--- config.mk ---
export PLATFORM = sky130hd
export DESIGN_NAME = wif_base58check_encoder
export DESIGN_NICKNAME = d
export VERILOG_FILES = /design/src/sv/wbe_pkg.sv /design/src/sv/wbe_sha_round.sv /design/src/sv/wbe_ram.sv /design/src/sv/wif_base58check_encoder.sv
export SDC_FILE = /design/constraint.sdc
export NUM_CORES = 2
export LEC_CHECK = 0
export ABC_AREA = 0
export BUFFER_PORTS_ARGS = -buffer_cell sky130_fd_sc_hd__buf_2
export CORE_ASPECT_RATIO = 1.1
export CORE_UTILIZATION = 50
export CTS_CLUSTER_SIZE = 24
export DETAILED_ROUTE_END_ITERATION = 6
export GPL_TIMING_DRIVEN = 1
export PLACE_DENSITY_LB_ADDON = 0.1
export SLEW_MARGIN = 20
export SYNTH_ARGS = -nofsm -noshare
export SYNTH_HDL_FRONTEND = slang
export SYNTH_SLANG_ARGS = --single-unit
export TNS_END_PERCENT = 50
--- constraint.sdc ---
create_clock -name i_clk -period 35.3 [get_ports i_clk]
set_input_delay 3.53 -clock i_clk [delete_from_list [all_inputs] [get_ports i_clk]]
set_output_delay 3.53 -clock i_clk [all_outputs]
set_load 0.01 [all_outputs]
--- src/sv/wbe_pkg.sv ---
// shared types, constants and functions of the base58check key encoder
`default_nettype none
package wbe_pkg;
    localparam int KEY_BYTES_DEF = 32;
    localparam int MAX_CHARS     = 51;
    localparam logic [7:0] VERSION_RESET = 8'h80;
    localparam logic [6:0] CHAR_ONE = 7'd49;

    typedef enum logic [3:0] {
        ST_IDLE, ST_LOAD1, ST_SHA1, ST_FOLD1, ST_LOAD2, ST_SHA2, ST_FOLD2,
        ST_ZERO, ST_DIV, ST_DIGIT, ST_EMIT
    } t_state;

    function automatic logic [31:0] round_k(input logic [5:0] i);
        logic [31:0] k [64];
        k = '{
        32'h428a2f98,32'h71374491,32'hb5c0fbcf,32'he9b5dba5,32'h3956c25b,32'h59f111f1,
        32'h923f82a4,32'hab1c5ed5,32'hd807aa98,32'h12835b01,32'h243185be,32'h550c7dc3,
        32'h72be5d74,32'h80deb1fe,32'h9bdc06a7,32'hc19bf174,32'he49b69c1,32'hefbe4786,
        32'h0fc19dc6,32'h240ca1cc,32'h2de92c6f,32'h4a7484aa,32'h5cb0a9dc,32'h76f988da,
        32'h983e5152,32'ha831c66d,32'hb00327c8,32'hbf597fc7,32'hc6e00bf3,32'hd5a79147,
        32'h06ca6351,32'h14292967,32'h27b70a85,32'h2e1b2138,32'h4d2c6dfc,32'h53380d13,
        32'h650a7354,32'h766a0abb,32'h81c2c92e,32'h92722c85,32'ha2bfe8a1,32'ha81a664b,
        32'hc24b8b70,32'hc76c51a3,32'hd192e819,32'hd6990624,32'hf40e3585,32'h106aa070,
        32'h19a4c116,32'h1e376c08,32'h2748774c,32'h34b0bcb5,32'h391c0cb3,32'h4ed8aa4a,
        32'h5b9cca4f,32'h682e6ff3,32'h748f82ee,32'h78a5636f,32'h84c87814,32'h8cc70208,
        32'h90befffa,32'ha4506ceb,32'hbef9a3f7,32'hc67178f2};
        return k[i];
    endfunction

    function automatic logic [6:0] alphabet(input logic [5:0] d);
        logic [6:0] a [58];
        a = '{
        7'd49,7'd50,7'd51,7'd52,7'd53,7'd54,7'd55,7'd56,7'd57,7'd65,7'd66,7'd67,7'd68,
        7'd69,7'd70,7'd71,7'd72,7'd74,7'd75,7'd76,7'd77,7'd78,7'd80,7'd81,7'd82,7'd83,
        7'd84,7'd85,7'd86,7'd87,7'd88,7'd89,7'd90,7'd97,7'd98,7'd99,7'd100,7'd101,7'd102,
        7'd103,7'd104,7'd105,7'd106,7'd107,7'd109,7'd110,7'd111,7'd112,7'd113,7'd114,
        7'd115,7'd116,7'd117,7'd118,7'd119,7'd120,7'd121,7'd122};
        return (d < 6'd58) ? a[d] : CHAR_ONE;
    endfunction
endpackage
`default_nettype wire

--- src/sv/wbe_sha_round.sv ---
// sha-256 compression core: one round per cycle with a rolling message schedule
`default_nettype none
module wbe_sha_round (
    input  wire logic         i_clk,
    input  wire logic         i_start,
    input  wire logic [511:0] i_block,
    output logic [255:0]      o_digest,
    output logic              o_done
);
    import wbe_pkg::*;
    localparam logic [255:0] H_INIT = {32'h6a09e667,32'hbb67ae85,32'h3c6ef372,
        32'ha54ff53a,32'h510e527f,32'h9b05688c,32'h1f83d9ab,32'h5be0cd19};

    logic [511:0] r_w;
    logic [31:0]  r_v [8];
    logic [5:0]   r_rnd;
    logic         r_busy, r_done;
    logic [31:0]  t1, t2, w0, s0, s1, wn;

    function automatic logic [31:0] rotr(input logic [31:0] x, input int n);
        return (x >> n) | (x << (32 - n));
    endfunction

    always_comb begin
        w0 = r_w[511:480];
        s0 = rotr(r_w[479:448], 7) ^ rotr(r_w[479:448], 18) ^ (r_w[479:448] >> 3);
        s1 = rotr(r_w[63:32], 17) ^ rotr(r_w[63:32], 19) ^ (r_w[63:32] >> 10);
        wn = w0 + s0 + r_w[223:192] + s1;
        t1 = r_v[7] + (rotr(r_v[4], 6) ^ rotr(r_v[4], 11) ^ rotr(r_v[4], 25))
           + ((r_v[4] & r_v[5]) ^ (~r_v[4] & r_v[6])) + round_k(r_rnd) + w0;
        t2 = (rotr(r_v[0], 2) ^ rotr(r_v[0], 13) ^ rotr(r_v[0], 22))
           + ((r_v[0] & r_v[1]) ^ (r_v[0] & r_v[2]) ^ (r_v[1] & r_v[2]));
        for (int i = 0; i < 8; i++) begin
            o_digest[255-32*i -: 32] = H_INIT[255-32*i -: 32] + r_v[i];
        end
    end
    assign o_done = r_done;

    always_ff @(posedge i_clk) begin
        r_done <= 1'b0;
        if (i_start) begin
            r_w   <= i_block;
            r_rnd <= '0;
            r_busy <= 1'b1;
            for (int i = 0; i < 8; i++) r_v[i] <= H_INIT[255-32*i -: 32];
        end else if (r_busy) begin
            r_w <= {r_w[479:0], wn};
            r_v[7] <= r_v[6]; r_v[6] <= r_v[5]; r_v[5] <= r_v[4];
            r_v[4] <= r_v[3] + t1;
            r_v[3] <= r_v[2]; r_v[2] <= r_v[1]; r_v[1] <= r_v[0];
            r_v[0] <= t1 + t2;
            r_rnd <= r_rnd + 6'd1;
            if (r_rnd == 6'd63) begin
                r_busy <= 1'b0;
                r_done <= 1'b1;
            end
        end
    end
endmodule
`default_nettype wire

--- src/sv/wbe_ram.sv ---
// generic single-port ram with registered read
`default_nettype none
module wbe_ram #(
    parameter int WIDTH = 8,
    parameter int DEPTH = 64
) (
    input  wire logic                     i_clk,
    input  wire logic                     i_we,
    input  wire logic [$clog2(DEPTH)-1:0] i_addr,
    input  wire logic [WIDTH-1:0]         i_wdata,
    output logic [WIDTH-1:0]              o_rdata
);
    logic [WIDTH-1:0] r_mem [DEPTH];
    always_ff @(posedge i_clk) begin
        if (i_we) r_mem[i_addr] <= i_wdata;
        o_rdata <= r_mem[i_addr];
    end
endmodule
`default_nettype wire

--- src/sv/wif_base58check_encoder.sv ---
// top level: key to base58check string encoder
// usage:
//   input beat: four 64-bit key words, key_word0 most significant; taken on
//   i_valid && o_ready. o_ready is low from the accepted key until its last
//   character has been taken, so one key is in flight at a time.
//   output beats: one base58 character per beat, o_last on the final one.
//   config: i_cfg_valid/o_cfg_ready writes the version byte (reset 0x80),
//   always ready; write it only while idle.
// sequence: two sha compressions, each a block load and then the rounds, then a
//   checksum fold and a zero byte check over KEY_BYTES+5 bytes; then for each
//   base58 digit a long division over every byte in the byte-serial
//   divide-by-58 unit and a digit store; then the leading '1's and the digit
//   characters, each digit a ram read and then a load.
// the sha core runs one round a cycle; digits are kept in a small ram and
//   read back most significant first.
// reset: sequencer to idle, version byte to 0x80, no output pending.
// stall: a held character waits in the output register; the sequencer
//   pauses until the receiver takes it.
`default_nettype none
module wif_base58check_encoder #(
    parameter int KEY_BYTES = wbe_pkg::KEY_BYTES_DEF
) (
    input  wire logic        i_clk,
    input  wire logic        i_rst_n,
    input  wire logic        i_valid,
    output logic             o_ready,
    input  wire logic [63:0] i_key_word0,
    input  wire logic [63:0] i_key_word1,
    input  wire logic [63:0] i_key_word2,
    input  wire logic [63:0] i_key_word3,
    output logic             o_valid,
    input  wire logic        i_ready,
    output logic [6:0]       o_char_code,
    output logic             o_last,
    input  wire logic        i_cfg_valid,
    output logic             o_cfg_ready,
    input  wire logic [7:0]  i_cfg_version_byte
);
    import wbe_pkg::*;
    localparam int TOTAL = KEY_BYTES + 5;
    localparam int MLEN  = KEY_BYTES + 1;
    localparam int NB    = 8 * TOTAL;
    localparam int BW    = $clog2(TOTAL + 1);
    localparam int DW    = $clog2(MAX_CHARS + 1);
    localparam logic [63:0] MBITS1 = 64'(8 * MLEN);

    t_state r_state, n_state;
    logic [7:0]    r_ver;
    logic [NB-1:0] r_num;       // payload and then running quotient
    logic [255:0]  r_hash;
    logic [511:0]  sha_blk;
    logic          sha_start, sha_done;
    logic [255:0]  sha_dig;
    logic [BW-1:0] r_idx;       // byte index during scans
    logic [BW-1:0] r_zeros;
    logic          r_zscan;     // still in the leading zero run
    logic [5:0]    r_rem;
    logic          r_nz;
    logic [DW-1:0] r_ndig;      // digits stored
    logic [DW-1:0] r_nout;      // zero ones left to emit
    logic          r_out_v, r_out_l;
    logic [6:0]    r_out_c;
    logic          r_rd_pend;
    logic [13:0]   cur;
    logic [7:0]    qbyte;
    logic [5:0]    nrem;
    logic [7:0]    nbyte;
    logic          ram_we;
    logic [DW-1:0] ram_addr;
    logic [5:0]    ram_q;
    logic          out_free;
    logic          emit_now;
    logic [255:0]  key;

    assign key = {i_key_word0, i_key_word1, i_key_word2, i_key_word3};
    assign out_free = !r_out_v || i_ready;
    assign o_ready = (r_state == ST_IDLE);
    assign o_cfg_ready = 1'b1;
    assign o_valid = r_out_v;
    assign o_char_code = r_out_c;
    assign o_last = r_out_l;

    // a character is loaded this cycle: a leading '1' or a digit just read
    assign emit_now = (r_state == ST_EMIT) && out_free && (r_rd_pend || r_nout != '0);

    // padded sha blocks: first over version+key, second over the 32-byte digest
    always_comb begin
        sha_blk = '0;
        if (r_state == ST_LOAD1) begin
            sha_blk[511 -: 8*MLEN] = r_num[NB-1 -: 8*MLEN];
            sha_blk[511-8*MLEN -: 8] = 8'h80;
            sha_blk[63:0] = MBITS1;
        end else begin
            sha_blk[511:256] = r_hash;
            sha_blk[255:248] = 8'h80;
            sha_blk[63:0] = 64'd256;
        end
    end
    assign sha_start = (r_state == ST_LOAD1) || (r_state == ST_LOAD2);

    wbe_sha_round u_sha (
        .i_clk(i_clk), .i_start(sha_start), .i_block(sha_blk),
        .o_digest(sha_dig), .o_done(sha_done)
    );

    // byte-serial divide by 58: the top byte of r_num each step
    always_comb begin
        nbyte = r_num[NB-1 -: 8];
        cur   = {r_rem, nbyte};
        qbyte = 8'((23'(cur) * 23'd565) >> 15);
        if (14'(cur - 14'(qbyte) * 14'd58) >= 14'd58) qbyte = qbyte + 8'd1;
        nrem  = 6'(cur - 14'(qbyte) * 14'd58);
    end

    assign ram_we   = (r_state == ST_DIGIT);
    assign ram_addr = ram_we ? r_ndig : DW'(r_ndig - DW'(1));

    wbe_ram #(.WIDTH(6), .DEPTH(1 << DW)) u_dig (
        .i_clk(i_clk), .i_we(ram_we), .i_addr(ram_addr), .i_wdata(r_rem),
        .o_rdata(ram_q)
    );

    always_comb begin
        n_state = r_state;
        unique case (r_state)
            ST_IDLE:  if (i_valid) n_state = ST_LOAD1;
            ST_LOAD1: n_state = ST_SHA1;
            ST_SHA1:  if (sha_done) n_state = ST_LOAD2;
            ST_FOLD1: n_state = ST_LOAD2;
            ST_LOAD2: n_state = ST_SHA2;
            ST_SHA2:  if (sha_done) n_state = ST_FOLD2;
            ST_FOLD2: n_state = ST_ZERO;
            ST_ZERO:  if (r_idx == BW'(TOTAL - 1)) n_state = ST_DIV;
            ST_DIV:   if (r_idx == BW'(TOTAL - 1)) n_state = ST_DIGIT;
            ST_DIGIT: n_state = r_nz ? ST_DIV : ST_EMIT;
            ST_EMIT:  if (out_free && r_nout == '0 && r_ndig == '0 && !r_rd_pend)
                          n_state = ST_IDLE;
            default:  n_state = ST_IDLE;
        endcase
    end

    always_ff @(posedge i_clk) begin
        if (!i_rst_n) begin
            r_state <= ST_IDLE;
            r_ver   <= VERSION_RESET;
            r_out_v <= 1'b0;
            r_rd_pend <= 1'b0;
        end else begin
            r_state <= n_state;
            if (i_cfg_valid) r_ver <= i_cfg_version_byte;
            if (out_free) r_out_v <= emit_now;
            unique case (r_state)
                ST_IDLE: if (i_valid) begin
                    r_num <= {r_ver, key[255 -: 8*KEY_BYTES], 32'd0};
                end
                ST_SHA1: if (sha_done) r_hash <= sha_dig;
                ST_FOLD2: begin
                    r_num[31:0] <= sha_dig[255:224];
                    r_idx <= '0; r_zeros <= '0; r_zscan <= 1'b1;
                end
                ST_ZERO: begin
                    r_num <= {r_num[NB-9:0], nbyte};
                    if (r_zscan && nbyte == 8'd0) r_zeros <= r_zeros + BW'(1);
                    else r_zscan <= 1'b0;
                    r_idx <= (r_idx == BW'(TOTAL - 1)) ? '0 : r_idx + BW'(1);
                    r_rem <= '0; r_nz <= 1'b0; r_ndig <= '0;
                end
                ST_DIV: begin
                    r_num <= {r_num[NB-9:0], qbyte};
                    r_rem <= nrem;
                    if (qbyte != 8'd0) r_nz <= 1'b1;
                    r_idx <= (r_idx == BW'(TOTAL - 1)) ? '0 : r_idx + BW'(1);
                end
                ST_DIGIT: begin
                    r_rem <= '0; r_nz <= 1'b0;
                    if (!r_nz) begin
                        r_nout <= DW'(r_zeros);
                        if (r_zeros == BW'(TOTAL)) r_ndig <= '0;
                        else r_ndig <= r_ndig + DW'(1);
                    end else begin
                        r_ndig <= r_ndig + DW'(1);
                    end
                end
                ST_EMIT: begin
                    if (out_free && !r_rd_pend) begin
                        if (r_nout != '0) begin
                            r_out_c <= CHAR_ONE;
                            r_out_l <= (r_nout == DW'(1)) && (r_ndig == '0);
                            r_nout  <= r_nout - DW'(1);
                        end else if (r_ndig != '0) begin
                            r_rd_pend <= 1'b1;
                            r_ndig <= r_ndig - DW'(1);
                        end
                    end else if (r_rd_pend && out_free) begin
                        r_rd_pend <= 1'b0;
                        r_out_c <= alphabet(ram_q);
                        r_out_l <= (r_ndig == '0);
                    end
                end
                default: ;
            endcase
        end
    end

    // the hash digest only matters after the first compression finishes
    a_ready_idle: assert property (@(posedge i_clk) disable iff (!i_rst_n)
        o_ready |-> !r_out_v || r_out_l) else $error("ready with string open");
    a_hold: assert property (@(posedge i_clk) disable iff (!i_rst_n)
        r_out_v && !i_ready |=> r_out_v && $stable(r_out_c)) else $error("char lost");
    a_no_start_busy: assert property (@(posedge i_clk) disable iff (!i_rst_n)
        r_state == ST_DIV |-> !o_ready) else $error("ready while dividing");
endmodule
`default_nettype wire
=== Yosys cells after proc, flatten, opt, wreduce, memory -nomap -nowiden ===
Memories as Yosys holds them, arrays and structs flattened. A register that Yosys moved wholly into a read port is not among the register bits.
Index checks and enable logic that the tools add are counted.

* Add/sub/neg operators: 27
* Multiply operators: 3
* Order comparisons: 4
* Equality and inequality tests: 31
* Muxes and demuxes: 70
* Bitwise logic cells: 38
* Reductions and logical operators: 46

{| class="wikitable"
|+ Operators by type and width
! cell !! count
|-
| $mux 512 || 2
|-
| $pmux 264 s2 || 1
|-
| $add 32x32->32 || 10
|-
| $mux 32 || 10
|-
| $mux 296 || 1
|-
| $xor 32x32->32 || 9
|-
| $mux 264 || 1
|-
| $and 32x32->32 || 5
|-
| $pmux 32 s4 || 1
|-
| $add 31x32->32 const A || 3
|-
| $add 32x32->32 const A || 3
|-
| $mux 6 || 11
|-
| $pmux 6 s2 || 4
|-
| $pmux 4 s11 || 1
|-
| $mux 7 || 6
|-
| $add 29x32->32 const A || 1
|-
| $add 30x32->32 const A || 1
|-
| $not 32->32 || 1
|-
| $or 10x32->32 || 1
|-
| $or 13x32->32 || 1
|-
| $or 14x32->32 || 1
|-
| $or 15x32->32 || 1
|-
| $or 19x32->32 || 1
|-
| $or 21x32->32 || 1
|-
| 51 further kinds || 142
|}

* Bits in registers: 1126
* Bits in writable memories: 640
* ROM bits: 2496
* Bits of input ports: 269
* Output and inout port bits: 11
* Logic and storage cells: 244
* Memories: 4

{| class="wikitable"
|+ Memory list
! name !! depth !! width !! rd ports !! clocked after memory_dff !! write ports !! line !! RTL
|-
| (no name shown) || 64 || 32 || 1 || 0 || 0 || wbe_pkg.sv:28 || <nowiki>return k[i];</nowiki>
|-
| (no name shown) || 64 || 7 || 1 || 0 || 0 || wbe_pkg.sv:39 || <nowiki>return (d < 6'd58) ? a[d] : CHAR_ONE;</nowiki>
|-
| u_dig.r_mem || 64 || 6 || 1 || 1 || 1 || wbe_ram.sv:13 || <nowiki>logic [WIDTH-1:0] r_mem [DEPTH];</nowiki>
|-
| u_sha.r_v || 8 || 32 || 8 || 0 || 8 || wbe_sha_round.sv:15 || <nowiki>logic [31:0] r_v [8];</nowiki>
|}

=== Longest topological paths before layout ===
An unclocked memory read counts as a cell.

* Depth after elaboration: 10
* Mapped depth: 52
* Gate-level depth less buffers: 52

=== Hierarchy ===
A second synthesis with hierarchy kept.

* Cell total of the unflattened synthesis: 8033
* Area, all modules: 98122.9 um2

{| class="wikitable"
|+ By module, submodules not included
! module !! times used !! cells each !! area each (um2) !! sequential area each (um2)
|-
| wbe_sha_round || 1 || 4546 || 52058.7 || 23222.3
|-
| wif_base58check_encoder || 1 || 2618 || 30819.6 || 18057.3
|-
| wbe_ram || 1 || 869 || 15244.6 || 11651.2
|}

=== Least setup slack after synthesis ===
OpenSTA, ideal clock, no wires.

* Path type: input -> register
* Start: in i_rst_n
* End: reg r_num[100] (enable)
* Library setup time: 1.293 ns
* Arrival: 22.747 ns
* Required time: 34.007 ns
* Path slack: 11.260 ns
* Cell stages on the path: 2
* Buffers on the path: 1
* Path through: clkbuf_1 > a21boi_0

* Word-level cells in the longest chain between the ends: 1

{| class="wikitable"
|+ Ends and longest elaborated chain
! what !! line !! RTL
|-
| from (decl) || wif_base58check_encoder.sv:24 || <nowiki>input wire logic i_rst_n,</nowiki>
|-
| $reduce_and 3->1 (no source line) || n/a ||
|-
| to (signal assigned) || wif_base58check_encoder.sv:154 || <nowiki>r_num <= {r_ver, key[255 -: 8*KEY_BYTES], 32'd0};</nowiki>
|-
| to (signal assigned) || wif_base58check_encoder.sv:162 || <nowiki>r_num <= {r_num[NB-9:0], nbyte};</nowiki>
|-
| to (signal assigned) || wif_base58check_encoder.sv:169 || <nowiki>r_num <= {r_num[NB-9:0], qbyte};</nowiki>
|-
| to (decl) || wif_base58check_encoder.sv:49 || <nowiki>logic [NB-1:0] r_num;</nowiki>
|}

Every way passes these cells.
A chain may end at the register's enable or synchronous reset.

=== Final worst setup path ===
* Start: reg r_rem[1]
* End: reg r_rem[5] (data pin)

* Word-level cells in the longest chain between the ends: 8
* Elaborated cells on any way between the ends: 9
* Classes of those cells: add/sub: 3; mul: 3; order compare: 1; mux: 2

{| class="wikitable"
|+ Ends and longest elaborated chain
! what !! line !! RTL
|-
| from (decl) || wif_base58check_encoder.sv:57 || <nowiki>logic [5:0] r_rem;</nowiki>
|-
| from (signal assigned) || wif_base58check_encoder.sv:170 || <nowiki>r_rem <= nrem;</nowiki>
|-
| $mul 14x10->23 || wif_base58check_encoder.sv:110 || <nowiki>qbyte = 8'((23'(cur) * 23'd565) >> 15);</nowiki>
|-
| $mul 8x5->13 || wif_base58check_encoder.sv:111 || <nowiki>if (14'(cur - 14'(qbyte) * 14'd58) >= 14'd58) qbyte = qbyte + 8'd1;</nowiki>
|-
| $sub 14x14->14 || wif_base58check_encoder.sv:111 ||
|-
| $ge 14x6->1 || wif_base58check_encoder.sv:111 ||
|-
| $mux 8 (*) || wif_base58check_encoder.sv:111 ||
|-
| $mul 8x5->5 (*) || wif_base58check_encoder.sv:112 || <nowiki>nrem = 6'(cur - 14'(qbyte) * 14'd58);</nowiki>
|-
| $sub 6x6->6 (*) || wif_base58check_encoder.sv:112 ||
|-
| $pmux 6 s2 (*) || wif_base58check_encoder.sv:152 || <nowiki>unique case (r_state)</nowiki>
|}

Mark *: on every way between the ends. The rest lies on a longest branch, timed or not.

==> summary.txt <==
Status
  • Status: complete, but fails checks
  • Failing checks: DRC

Synth
  • Synth Area in Compound Gates: 0.0977
  • Yosys warning total: 0
  • Mux contribution to synthesized area: 0.0531
  • EDFF count, synth: 1568
  • Syn nets: 9097
  • Synth top area share: 0.500
  • Largest area contributor in the netlist: edfxtp_1
  • Synth unique cells: 102
  • Post-Synth Adder-Cell Area: 0.0894
  • Post-synth top flop: edfxtp_1
  • Synth Area in XOR/XNOR: 0.0594
  • Combinational family with the most area after synthesis: simple AND/OR/NAND/NOR gates
  • Async set or reset register ratio after synthesis: 0
  • Mapped Area: 0.0941 sq mm
  • Synthesized area per cell: 11.3 sq um
  • Simple-Gate Fraction of Synth Area: 0.124
  • Register area share after synthesis: 0.544
  • Synth Instances: 8293
  • Ranking of synthesized cells by area: edfxtp_1 50%, mux2i_1 5.1%, fa_1 4.8%, nand2_1 4.6%, dfxtp_1 4.3%
  • Number of synthesized register bits: 1772

Global route
  • Global route hottest layer: met2
  • GR Overflow Total: 0
  • First-pass GRT wire length: 453 mm
  • Met1 Use GR: 0.437
  • Vias in the first global route: 63100
  • Antenna violations before repair: 11
  • All-Layer GR Usage: 0.331
  • Largest net degree at the start of global routing: 178
  • Grt met3 use: 0.0402
  • Routing usage on met2: 0.535

Setup path
  • Setup crit end kind: flip-flop
  • Setup crit start kind: flip-flop
  • Slowest stage cell, crit path: nor4_4
  • R2R setup slack: 22.72 ns
  • Critical R2R Capture: r_rem[5]
  • RR Startpoint: r_rem[1]
  • Most used cell, CP: ha_1
  • Arr. time, crit path: 13.28 ns
  • Type of the worst setup path: flip-flop to flip-flop
  • R2R depth: 49
  • Max stage delay on crit path: 0.70 ns
  • Critical path data required time: 36.00 ns
  • Critical path fanouts, max: 70

STA
  • RSZ-0062 raised after global routing: no
  • Setup Skew: 0.0790 ns
  • Final Slew Violations: 0
  • Tmin final: 12.58 ns
  • Slew headroom: 0.127
  • Setup TNS: 0 ns
  • Final setup violation count: 0
  • Fin crit share: 0.356
  • Fmax: 79.5 MHz
  • Slew @ Worst Pin: 1.30 ns
  • Fin. Hold Viols: 0

Clock tree
  • Root Driver: clkbuf_16
  • Clock buffer depth: 3
  • CTS tree: built
  • # Post-CTS Setup Buffers: 0
  • Number of buffers created by CTS: 184
  • Reg clk slew, reported paths: 0.06 ns
  • Clock Sink Count: 1772
  • # H-tree levels: 4
  • CTS hold repair buffers: 0
  • Clock latency on the worst-skew pair: 0.90 ns
  • Post-CTS sizing: 0

Floorplan
  • Area of the core: 0.187 sq mm
  • Height of the die: 457 um
  • Row count: 166
  • Horiz. Die Dim: 416 um
  • Ports: 280
  • DIE AREA: 0.190 sq mm
  • Initial Utilization: 0.505

Routing
  • Post-DR vias/cell: 6.03
  • First-pass DRT Iterations: 7
  • Post-route antenna net violation count: 0
  • DR iter-0 viols: 6954
  • Routed wire length: 319 mm
  • Post-DR wirelength/cell: 29.1 um
  • DRC Markers: 1
  • Vias: 66100

Cells and area
  • Share of cells above drive strength 1: 0.0827
  • Most frequent cells in the layout: 1568 x edfxtp_1, 1149 x nand2_1, 557 x nor2_1
  • Combined area of the multi-input logic cells: 0.0400 sq mm
  • Nets: 9182
  • Area growth syn-to-layout: 10.2%
  • # fillers: 15900
  • Commonest non-fill, non-tap cell in the layout: edfxtp_1
  • Sequential Area: 0.0512 sq mm

Placement
  • HPWL after detailed placement: 235 mm
  • Gp weighted congestion: 1.00
  • Port bufs: 278

Min path
  • Hold path depth: 2
  • HP Class: flip-flop to flip-flop
  • Worst hold endpoint: r_ver[7]
  • Worst Min Path Start: r_ver[7]

Flow run
  • Max cap viols: 0
[cells in the mapped netlist (20+ instances only)]
cell type and number:
a221oi_1 25, fa_1 227, xor2_1 228, a21oi_1 243, inv_1 345, nor3_1 71, a22oi_1 117, nor2b_1 56
nand3_1 339, o31ai_1 23, nand2b_1 151, a21o_1 104, edfxtp_1 1568, a22o_1 61, o21a_1 30, nand2_1 1151
clkbuf_1 408, mux2i_1 481, ha_1 308, a31oi_1 60, dfxtp_1 204, o211ai_1 27, xnor2_1 400, and3_1 154
buf_1 47, a211oi_1 26, nor2_1 562, o21ai_1 20, o21ai_0 486, nand4_1 27
[through the flow]
| stage | std cells | hold WS, ns | util | instance area [sq um] | setup WS, ns |
|---|---|---|---|---|---|
| after detailed placement | 10600 | 0.462 | 0.523 | 97600 | 22.72 |
| after floorplan | 8293 | 0.433 | - | 94100 | 11.26 |
| after global routing | 11000 | 0.514 | 0.556 | 104000 | 21.82 |
| final | 11000 | 0.475 | 0.556 | 104000 | 22.72 |
| after global placement | 10600 | 0.462 | 0.523 | 97600 | 22.85 |
| after CTS | 11000 | 0.478 | 0.556 | 104000 | 22.68 |
[critical path: cells and delay by family (launching register included)]
kind | cells | cell delay (ns)
xor+xnor | 7 | 1.64
fa+ha+maj | 14 | 5.13
buf+inv | 9 | 1.16
flops | 1 | 0.32
simple gates | 5 | 1.27
compound gates | 14 | 2.85
[cell families after synthesis]
kind of cell	Yosys count
buffers and inverters	820
other	1
multiplexers	492
adder cells (fa/ha/maj)	537
flip-flops	1772
AND/OR/NAND/NOR	2613
AO/OA/AOI/OAI	1426
XOR/XNOR	632
[registers in the layout, indices dropped and copies added, names as in the netlist, 7 cells and up]
register	cells
r_ver	8
r_hash	256
u_dig.r_mem	384
u_sha.r_v	256
o_char_code	7
u_sha.r_w	512
r_num	296
[per-layer routing]
metal  share of wire  wire length [um]
met1            0.41            129000
met3           0.061             19400
met4           0.063             20000
met2            0.47            150000
met5               0                 0
[worst max-delay path by stage]
stage	start	end	slack [ns]	cells past startpoint
finish	r_rem[1]	r_rem[5]	22.72	49
global route	r_rem[1]	r_rem[5]	21.82	49
CTS	r_rem[1]	r_rem[5]	22.68	48
detailed placement	r_rem[1]	r_rem[5]	22.72	49
global placement	r_rem[1]	r_rem[5]	22.85	48
floorplan	i_rst_n	r_num[100]	11.26	2
[layout make-up]
class                      instances  area share
multi-input combinational       5701       0.385
antenna                            3   0.0000724
inverter                         349      0.0126
timing repair buffer             370      0.0211
sequential                      1772       0.493
tap                             2436      0.0294
clock buffer                     226      0.0463
clock inverter                   109      0.0120
Power is not shown: default switching activity piles up to over one toggle a cycle in this logic, so the estimate is an artifact.
